<file path="src/rtl/core/circle_brush_grid_painter_assert.svh">
// assertion macros for the circle brush grid painter
`ifndef CIRCLE_BRUSH_GRID_PAINTER_ASSERT_SVH
`define CIRCLE_BRUSH_GRID_PAINTER_ASSERT_SVH
`ifndef ASSERT_OFF
`define CBGP_ASSERT(lbl, prop, msg) \
   lbl: assert property (@(posedge clock) disable iff (reset) prop) else $error(msg);
`define CBGP_ASSERT_NEXT(lbl, ante, cons, msg) \
   lbl: assert property (@(posedge clock) disable iff (reset) (ante) |=> (cons)) else $error(msg);
`else
`define CBGP_ASSERT(lbl, prop, msg)
`define CBGP_ASSERT_NEXT(lbl, ante, cons, msg)
`endif
`endif

</file>
<file path="src/rtl/core/cbgp_ram.sv">
// generic single write, single read ram with registered read data
`default_nettype none
module cbgp_ram #(
   parameter int WIDTH = 8,
   parameter int DEPTH = 256
) (
   input  wire logic                     clock,
   input  wire logic                     wr_en,
   input  wire logic [$clog2(DEPTH)-1:0] wr_addr,
   input  wire logic [WIDTH-1:0]         wr_data,
   input  wire logic [$clog2(DEPTH)-1:0] rd_addr,
   output logic      [WIDTH-1:0]         rd_data
);
   logic [WIDTH-1:0] mem_ff [DEPTH];
   logic [WIDTH-1:0] rd_data_ff;

   always_ff @(posedge clock) begin
      if (wr_en) begin
         mem_ff[wr_addr] <= wr_data;
      end
      rd_data_ff <= mem_ff[rd_addr];
   end

   assign rd_data = rd_data_ff;
endmodule
`default_nettype wire

</file>
<file path="config.mk">
export PLATFORM = sky130hd
export DESIGN_NAME = cbgp_ram
export DESIGN_NICKNAME = d
export VERILOG_FILES = /design/src/rtl/core/circle_brush_grid_painter_assert.svh /design/src/rtl/core/cbgp_ram.sv
export SDC_FILE = /design/constraint.sdc
export NUM_CORES = 2
export LEC_CHECK = 0
export ABC_AREA = 1
export BUFFER_PORTS_ARGS = -buffer_cell sky130_fd_sc_hd__buf_2
export CAP_MARGIN = 30
export CORE_MARGIN = 2
export CORE_UTILIZATION = 30
export CTS_BUF_LIST = sky130_fd_sc_hd__clkbuf_8 sky130_fd_sc_hd__clkbuf_16
export DETAILED_ROUTE_END_ITERATION = 8
export GPL_TIMING_DRIVEN = 1
export PLACE_DENSITY = 0.51
export SYNTH_ARGS = -nofsm -noshare
export SYNTH_HDL_FRONTEND = slang
export SYNTH_SLANG_ARGS = --single-unit
</file>
<file path="constraint.sdc">
create_clock -name clock -period 5.1 [get_ports clock]
set_input_delay 1.02 -clock clock [delete_from_list [all_inputs] [get_ports clock]]
set_output_delay 1.02 -clock clock [all_outputs]
set_load 0.01 [all_outputs]
</file>
== Word level (Yosys, flattened, before mapping) ==
Memory sizes are Yosys's and may differ from the RTL's. A register that Yosys moved wholly into a read port is not among the register bits.
Index checks and enable logic that the tools add are counted.

* Muxes and demuxes: 2

{| class="wikitable"
|+ Operator list
! operator !! number
|-
| $mux W1 || 2
|}

* Flip-flop bits (word level): 0
* Bits in writable memories: 2048
* Bits of input ports: 26
* Output and inout bits: 8
* Logic and storage cells: 3
* Memories kept: 1

{| class="wikitable"
|+ Memories
! name !! depth !! bits a word !! read ports !! clocked after Yosys merged registers in !! write ports !! RTL line !! RTL
|-
| mem_ff || 256 || 8 || 1 || 1 || 1 || cbgp_ram.sv:14 || <nowiki>logic [WIDTH-1:0] mem_ff [DEPTH];</nowiki>
|}

== Longest topological paths before layout ==
* Depth after elaboration: 2
* Mapped depth: 15
* Gate-level depth less buffers: 11

== Worst setup path after synthesis ==
Ideal clock, no wire load.

* Path kind: input -> register
* Start: input port wr_en
* End: memory mem_ff[162][0] (enable)
* Setup time: 0.370 ns
* Arrival time: 2.141 ns
* Data required time: 4.730 ns
* Setup slack: 2.589 ns
* Stages: 4
* Buffers on the path: 2
* Cell sequence: clkbuf_1 > nand3_1 > clkbuf_1 > nor2_1

* Word-level cells in the longest chain between the ends: 2

{| class="wikitable"
|+ RTL lines
! item !! RTL line !! RTL
|-
| start: declaration || cbgp_ram.sv:8 || <nowiki>input wire logic wr_en,</nowiki>
|-
| $mux W1 || cbgp_ram.sv:18 || <nowiki>if (wr_en) begin</nowiki>
|-
| $mux W1 (implied by the code) || cbgp_ram.sv:19 || <nowiki>mem_ff[wr_addr] <= wr_data;</nowiki>
|-
| end: declaration || cbgp_ram.sv:14 ||
|}

No other way between the ends.

==> results.tsv <==
stage	metric	value	unit
sta	clk_skew	0.04078	ns
critical_path	CP max stage delay	0.46	ns
power	power density cells	378.6	mW/mm²
power	static leakage	32.18	nW
power	Max VDD drop	360.1	µV
critical_path	Worst EP arrival	4.16	ns
detailed_routing	DR WL/cell	23.21	µm
floorplanning	std cell rows	193	
critical_path	WS Path Type	in -> reg	
grt	grt total ovfl	0	
logic_synthesis	Syn. warnings	0	
critical_path	Worst Setup Start Kind	input port	
logic_synthesis	largest cells by area after synthesis	edfxtp_1 (74%), nand3_1 (12%), nand2_1 (9.6%), buf_2 (1.6%), nor2_1 (1.3%)	
floorplanning	I/O Pins	34	
clock_tree	clk root buf	clkbuf_16	
placement	IO Port Bufs	33	
clock_tree	Post-CTS Resized	0	
critical_path	Setup crit end kind	flip-flop	
clock_tree	H-tree levels	4	
grt	all-layer global routing usage	0.1751	
placement	routability cong.	0.8400	
placement	placed insts	10420	
sta	final setup vio count	0	
sta	final period utilization	0.6587	
detailed_routing	Vias	53970	
detailed_routing	DRC	0	
floorplanning	Die X-Extent	531.2	µm
logic_synthesis	Yosys top cell by area	edfxtp_1	
grt	vias in the first global route	52270	
floorplanning	initial core utilization	0.3016	
sta	fin. max-slew vios	0	
sta	worst-margin pin slew	1.112	ns
logic_synthesis	Seq/Total Area, Yosys	0.7394	
floorplanning	Core Area	0.2765	mm²
grt	first-pass GRT wire length	366700	µm
critical_path	Crit Path Max Fanout	135	
clock_tree	hold buffers post-CTS	0	
logic_synthesis	Mapped Cells	7003	
critical_path	Critical Path RT	5.90	ns
logic_synthesis	top cell type's share of synthesized area	0.7374	
sta	worst relative slew slack	0.2585	
final_layout	fin nets	6953	
status	status	finished, final reports clean	
detailed_routing	Post-DRT Antenna Nets	0	
clock_tree	Longest Clk Path Bufs	3	
logic_synthesis	syn_nets	7029	
sta	fmax	0.2977	GHz
grt	initial antenna violation count	13	
critical_path	slowest library cell on the worst path	nand3_1	
logic_synthesis	count of cell types in the netlist	14	
logic_synthesis	#FFs+latches synth	2056	
job	MaxCap Viol Count	0	
final_layout	area grow syn2layout	13.14	%
grt	largest net degree at the start of global routing	186	
detailed_routing	Iter 0 DRT Violations	5594	
floorplanning	Die ar.	0.2822	mm²
detailed_routing	TritonRoute pass-1 iters	6	
sta	Final Hold Viols	0	
clock_tree	clk_lat worst skew	0.88	ns
clock_tree	CTS tree	done	
clock_tree	CTS Sinks	2056	
critical_path	most frequent CP cell	nand3_1	
sta	final critical-path required period	3.360	ns
floorplanning	Die Span Y	531.2	µm
worst_hold_path	Hold WC Path Type	in -> reg	
logic_synthesis	Synth Area per Inst	11.91	µm²
final_layout	Post-Layout Cell Count	10820	
clock_tree	Num CTS Buffers	209	
logic_synthesis	synthesized area	0.08340	mm²
detailed_routing	Total Wirelength	251000	µm
sta	unrepaired setup endpoints after global routing	false	
clock_tree	# Post-CTS Setup Buffers	0	
sta	setup TNS	0	ns
detailed_routing	DR vias/cell	4.991	
critical_path	CP Cell Sequence	buf_8 > inv_16 > buf_12 > buf_4 > nand2_1 > nand3_1 > nand3_1 > nand3_1 > nand3_1 > nand3_1 > nand3_1 > nand2_1 > nand2_1 > nand2_1	
clock_tree	clk slew on worst S/H paths	0.06	ns
final_layout	layout cell share with drive strength beyond 1	0.07042	
placement	Detail Placement HPWL	143800	µm
report_power, final:
| part | internal (mW) | total, mW | switching [mW] | leakage, nW |
|---|---|---|---|---|
| Sequential | 18.6 | 18.7 | 0.0378 | 18.5 |
| Combinational | 0.513 | 2.20 | 1.69 | 10.3 |
| Clock | 8.24 | 14.9 | 6.63 | 3.42 |
placed cells by master, fill, tap and decap left out, drive strengths merged:
cell type,instances
edfxtp,2048
nand3,2019
inv,98
clkinv,97
nand2,2123
nor2,283
diode,10
clkinvlp,3
clkbuf,210
dfxtp,8
bufinv,15
buf,196
routing by layer:
metal  GRT usage  wire length [µm]
met1      0.2365            107200
met2      0.2870            120100
met3     0.02733             15450
met4     0.05780              8207
met5           0                 8
kinds of logic (layout without fill, tap and decap cells):
| family | after synthesis | after routing | synth area share |
|---|---|---|---|
| buffers and inverters | 522 | 619 | 0.03119 |
| DFF | 2056 | 2056 | 0.7394 |
| other | 0 | 10 | 0 |
| and+or+nand+nor | 4425 | 4425 | 0.2295 |
worst max-delay path: cells and delay by family:
family / cells / cell delay (ns)
buffers and inverters: 4 / 1.34
and+or+nand+nor: 10 / 1.53
flip-flops by register name, summed over array words and instances, names as in the netlist:
name,flops
mem_ff,2048
rd_data,8
worst paths after layout:
kind | startpoint | end | slack [ns] | cells past startpoint
max | rd_addr[0] | rd_data[5]$_DFF_P_ | 1.74 | 14
min | rd_addr[7] | rd_data[5]$_DFF_P_ | 0.54 | 3
min reg2reg | mem_ff[18][2]$_DFFE_PP_ | rd_data[2]$_DFF_P_ | 1.02 | 10
max reg2reg | mem_ff[103][5]$_DFFE_PP_ | rd_data[5]$_DFF_P_ | 3.03 | 10
synth_stat cells, drive strengths merged:
cell type and number:
nand3 2019, clkbuf 112, dfxtp 8, nor2 283, nand2 2123, edfxtp 2048
buf 371, inv 39
through the flow:
stage / hold slack [ns] / power (mW) / setup WS [ns] / area (µm²) / utilization
after floorplan: 0.8355 / 20.15 / 2.589 / 83400 / -
after global placement: 1.008 / 21.22 / 0.8275 / 87670 / 0.3171
after detailed placement: 0.9840 / 21.23 / 0.9495 / 87740 / 0.3173
after CTS: 0.4904 / 35.99 / 1.866 / 94320 / 0.3411
after global routing: 0.5189 / 36.77 / 1.625 / 94340 / 0.3412
final: 0.5390 / 35.73 / 1.740 / 94360 / 0.3413
cell type report:
cell class / count / area (µm²)
diodes: 10 / 25.02
clock buffers: 210 / 5255
clock inverters: 174 / 1325
fillers: 27110 / 182100
inverters: 39 / 180.2
multi-input cells: 4425 / 19170
flip-flops and latches: 2056 / 61660
well taps: 3705 / 4636
repair buffers: 196 / 2107
Power figures use the tool's default switching activity.
