`config.mk`:
```
export PLATFORM = sky130hd
export DESIGN_NAME = cbgp_mul
export DESIGN_NICKNAME = d
export VERILOG_FILES = /design/src/rtl/core/circle_brush_grid_painter_assert.svh /design/src/rtl/core/cbgp_pkg.sv /design/src/rtl/core/cbgp_mul.sv
export SDC_FILE = /design/constraint.sdc
export NUM_CORES = 1
export LEC_CHECK = 0
export ABC_AREA = 1
export ABC_CLOCK_PERIOD_IN_PS = 5800
export BUFFER_PORTS_ARGS = -buffer_cell sky130_fd_sc_hd__buf_2
export CORE_UTILIZATION = 30
export CTS_CLUSTER_DIAMETER = 100
export DETAILED_ROUTE_END_ITERATION = 10
export PLACE_DENSITY = 0.49
export SYNTH_ARGS = -nofsm -noshare
export SYNTH_HDL_FRONTEND = slang
export SYNTH_SLANG_ARGS = --single-unit
```
`constraint.sdc`:
```
create_clock -name clock -period 5.8 [get_ports clock]
set_input_delay 0.87 -clock clock [delete_from_list [all_inputs] [get_ports clock]]
set_output_delay 0.87 -clock clock [all_outputs]
set_load 0.005 [all_outputs]
```
`src/rtl/core/circle_brush_grid_painter_assert.svh`:
```
// assertion macros for the circle brush grid painter
`ifndef CIRCLE_BRUSH_GRID_PAINTER_ASSERT_SVH
`define CIRCLE_BRUSH_GRID_PAINTER_ASSERT_SVH
`ifndef ASSERT_OFF
`define CBGP_ASSERT(lbl, prop, msg) \
   lbl: assert property (@(posedge clock) disable iff (reset) prop) else $error(msg);
`define CBGP_ASSERT_NEXT(lbl, ante, cons, msg) \
   lbl: assert property (@(posedge clock) disable iff (reset) (ante) |=> (cons)) else $error(msg);
`else
`define CBGP_ASSERT(lbl, prop, msg)
`define CBGP_ASSERT_NEXT(lbl, ante, cons, msg)
`endif
`endif

```
`src/rtl/core/cbgp_pkg.sv`:
```
// shared constants and types of the circle brush grid painter
`default_nettype none
package cbgp_pkg;
   localparam int MAX_WIDTH  = 256;
   localparam int MAX_HEIGHT = 256;
   localparam int MAX_RADIUS = 63;

   localparam int CELLS   = MAX_WIDTH * MAX_HEIGHT;
   localparam int ADDR_W  = $clog2(CELLS);
   localparam int XIDX_W  = $clog2(MAX_WIDTH);
   localparam int KIND_W  = 7;
   localparam int DIM_W   = 9;
   localparam int COORD_W = 11;
   localparam int BOX_W   = 12;
   localparam int COUNT_W = 17;
   localparam int RAD_W   = 6;
   localparam int OFS_W   = RAD_W + 1;
   localparam int SQ_W    = 2 * RAD_W;
   localparam int MUL_W   = 9;
   localparam int PROD_W  = 2 * MUL_W;

   localparam logic REG_GRID_WIDTH  = 1'b0;
   localparam logic REG_GRID_HEIGHT = 1'b1;

   typedef struct packed {
      logic [MUL_W-1:0] op_a;
      logic [MUL_W-1:0] op_b;
   } mul_req_type;
endpackage
`default_nettype wire

```
`src/rtl/core/cbgp_mul.sv`:
```
// shared unsigned multiplier with registered product
`default_nettype none
module cbgp_mul (
   input  wire logic                       clock,
   input  wire cbgp_pkg::mul_req_type      req,
   output logic [cbgp_pkg::PROD_W-1:0]     prod
);
   logic [cbgp_pkg::PROD_W-1:0] prod_ff;
   logic [cbgp_pkg::PROD_W-1:0] prod_in;

   assign prod_in = req.op_a * req.op_b;

   always_ff @(posedge clock) begin
      prod_ff <= prod_in;
   end

   assign prod = prod_ff;
endmodule
`default_nettype wire

```
After elaboration in Yosys (flattened, before gate mapping)
Cells that the tools add are included.

cells by class
  add/subtract/negate cells = 0
  magnitude comparators = 0
  multiply operators = 1
  reduce and logical (&&, ||, !) cells = 0
  mux-type cells = 0
  divide/modulo/power cells = 0
  bitwise logic cells = 0
  equal/unequal tests = 0
  shift-type cells = 0

operators by type and width
  kind                        count
  multiplier 9 x 9 -> 18 bit  1

storage, ports and cells
  logic and storage cells = 2
  ROM bits = 0
  RAM bits = 0
  output and inout port bits = 18
  bits in latches = 0
  bits of input ports = 19
  bits in registers = 18
  memories = 0

Depth between registers and ports, before layout
  depth in word-level cells = 1
  depth in mapped cells = 20

Least setup slack after synthesis
No wires, ideal clock.

  kind = input to register
  from = input port req[9] (netlist bit)
  to = register prod_ff (netlist bit prod[17])
  arrival = 4,258 ps
  cell stages on the path = 18
  slack = 1,430 ps
  path buffers = 1
  setup time = 112 ps
  data required time = 5,688 ps
  cells stage by stage = clkbuf_1 > nand2_1 > fa_1 > fa_1 > inv_1 > fa_1 > inv_1 > fa_1 > inv_1 > ha_1 > nand2_1 > inv_1 > nand3_1 > nand2_1 > nand2_1 > nand2_1 > nand2_1 > nand2_1

on the way
  word-level cells in the longest chain between the ends = 1

ends and longest elaborated chain
  what                        line            RTL
  start, declared             cbgp_mul.sv:5   input wire cbgp_pkg::mul_req_type req,
  multiplier 9 x 9 -> 18 bit  cbgp_mul.sv:11  assign prod_in = req.op_a * req.op_b;
  net prod_in (one bit)       cbgp_mul.sv:9   logic [cbgp_pkg::PROD_W-1:0] prod_in;
  end signal, assigned        cbgp_mul.sv:14  prod_ff <= prod_in;
  end, declared               cbgp_mul.sv:8   logic [cbgp_pkg::PROD_W-1:0] prod_ff;

The timed path passes the listed nets, and every way through them passes these cells.

Worst setup path in the final report
Same ends and word-level chain as after synthesis.

==> impl_metrics.toml <==
[status]
status = "completed"

[layout]
final_common_cell = "inv_1"
syn2layout_area_growth_pct = 9.95
largest_register_ff_count = 18
multi_input_area_um2 = 2280
nNetsFinal = 585
drive_above_1_share_pct = 10.5
final_cell_mix = "144 x inv_1, 135 x nand2_1, 50 x fa_1, 38 x ha_1, 36 x buf_2"
fin_area_um2 = 3580
fillCellCount = 1132
seqCellArea_um2 = 360
antennaDiodeCount = 0

[route]
drc = 0
postRouteAntennaNets = 0
vias = 2600
drt_iter0_markers = 129
totalWireLength_um = 6570
avgRoutedWirePerCell_um = 10.7
via_per_inst = 4.25
drtPass1Iterations = 4

[synth]
synth_cells = 455
ys_seq_area_share_pct = 11.1
synthesis.area_um2 = 3260
yosys-top-cells-area = "fa_1 31%, inv_1 17%, nand2_1 16%"
yosysTopAreaCellShare_pct = 30.7
yosysTopAreaCell = "fa_1"
syn_nets = 562
syn-mean-instance-area_um2 = 7.16
ys.warnings.count = 0
ys_ff_latch = 18
ys_types = 22

[worst_setup_path]
crit_path_max_incr_delay_ns = 0.57
startpoint = "req[9]"
crit_path_end = "prod[17]"
cp_common_cell = "nand2_1"
startpoint_type = "primary input"
worstPathArrival_ns = 4.51
worstPathCellList = "buf_2 > nand2_1 > fa_1 > fa_1 > inv_1 > fa_1 > inv_1 > fa_1 > inv_1 > ha_1 > nand2_1 > inv_1 > nand3_1 > nand2_1 > nand2_1 > nand2_1 > nand2_1 > nand2_1"
crit_required_ns = 5.96
critPathSlowestCell = "fa_1"
path_max_fanout = 9
worstSetupPathType = "primary input to flip-flop"
end_kind = "flip-flop"

[placed_design]
gp_congestion = 0.865
placed_cell_area_um2 = 3540
dpl_worst_slack_ns = 1.18
hpwl_um = 5840
portBuffers = 36

[floorplanning]
core_um2 = 10400
rows = 37
initial_core_util_pct = 31.3
die_x_um = 106
io_pins = 37
design.die.area_um2 = 11300
fp.dieH_um = 106

[sta]
relSlewSlack_pct = 84.4
maxSlewViolCount = 0
finalWorstSetupSlack_ns = 1.45
period_share_pct = 75.1
min_period_ns = 4.35
fin_tns_setup_ns = 0
setup_viol = 0
hold_viol = 0
rsz0062_at_grt = "no"
fmax_mhz = 230
tightest_slew_ns = 0.234

[cts]
post-cts-setup-buffers = 0
path_clk_slew_ns = 0.07
cts_tree = "done"
cts.sinks = 18
cts_resized = 0
cts_hold_repair.buffers = 0
cts_buffers = 3
root_buffer = "clkbuf_8"
cts_max_level = 1
cts.path.max_buffers = 2

[global_routing]
grt-ovfl-total = 0
grt_usage_pct = 14.2
grt_max_degree = 10
antenna_found_initial = 0
grt_pass1_vias = 2999
grt_pass1_wl_um = 13100

[pwr]
clkPwrFrac_pct = 7.4
power_density_nw_per_um2 = 340
pwr-share-seq_pct = 16.4
p_leak_nw = 2.35
power_frac_comb_pct = 76.2
p_total_mw = 1.22
swShare_pct = 50.7
netSwitchingPower_mw = 0.618
p_int_mw = 0.600
ir_drop_uv = 153

[run]
drv_cap = 0

[min_path]
hp-class = "primary input to flip-flop"
## logic make-up after synthesis
family                     after synthesis  synth area share, %
and+or+nand+nor                        169                 21.0
buffers and inverters                  164                 18.9
adders and majority gates               88                 45.3
DFF                                     18                 11.1
AOI/OAI and AO/OA                        8                 1.54
xor gates and xnor gates                 8                 2.15
## worst min path at each step
stage	start	cells past startpoint	endpoint	slack (ns)
CTS	req[0]	3	prod[0]	0.91
floorplan	prod[0]	0	prod[0]	1.15
finish	req[0]	3	prod[0]	0.93
global placement	req[0]	3	prod[0]	1.19
detailed placement	req[0]	3	prod[0]	1.20
global route	req[0]	3	prod[0]	0.94
## final cells by class
| type | count | area share (%) |
|---|---|---|
| Clock buffer | 3 | 1.15 |
| Timing Repair Buffer | 36 | 5.03 |
| Sequential cell | 18 | 10.1 |
| Inverter | 146 | 15.3 |
| Multi-Input combinational cell | 273 | 63.7 |
| Tap cell | 136 | 4.75 |
## synthesized netlist by cell type
library cell / number
a21oi_1: 5
a21oi_2: 1
clkbuf_1: 18
dfxtp_1: 18
fa_1: 50
ha_1: 38
inv_1: 144
inv_2: 2
nand2_1: 135
nand2_2: 3
nand3_1: 7
nand3b_1: 1
nand4_1: 3
nor2_1: 15
nor2_2: 2
nor2_4: 1
nor3_2: 1
o21ai_2: 1
o21bai_1: 1
or2_0: 1
xnor2_1: 5
xor2_1: 3
## critical path: cells and delay by family
| kind | cells | cell delay [ns] |
|---|---|---|
| simple gates | 8 | 0.75 |
| fa+ha+maj | 5 | 2.50 |
| buf+inv | 5 | 0.40 |
## routing by layer
metal	vias to the layer above	routed length, um	track usage (%)
met5	-	0	0
met4	0	72	2.38
met3	6	337	1.78
met2	62	3210	26.3
met1	1225	2950	17.7
li1	1307	-	-
## metrics by stage
step	utilization (%)	hold WS, ns	std cells
after global routing	34.4	0.941	612
after global placement	34.0	1.19	609
final	34.4	0.928	612
after floorplan	-	1.15	455
after CTS	34.4	0.909	612
after detailed placement	34.0	1.20	609
## power by group through the flow
stage	registers [mW]	clock network, mW	logic [mW]
2_1_floorplan	0.211	0	0.707
3_3_place_gp	0.202	0	0.955
3_5_place_dp	0.204	0	0.944
4_1_cts	0.202	0.0981	0.953
5_1_grt	0.207	0.102	1.12
6_report	0.200	0.0903	0.927
No activity file was read; power rests on OpenSTA's default activity.
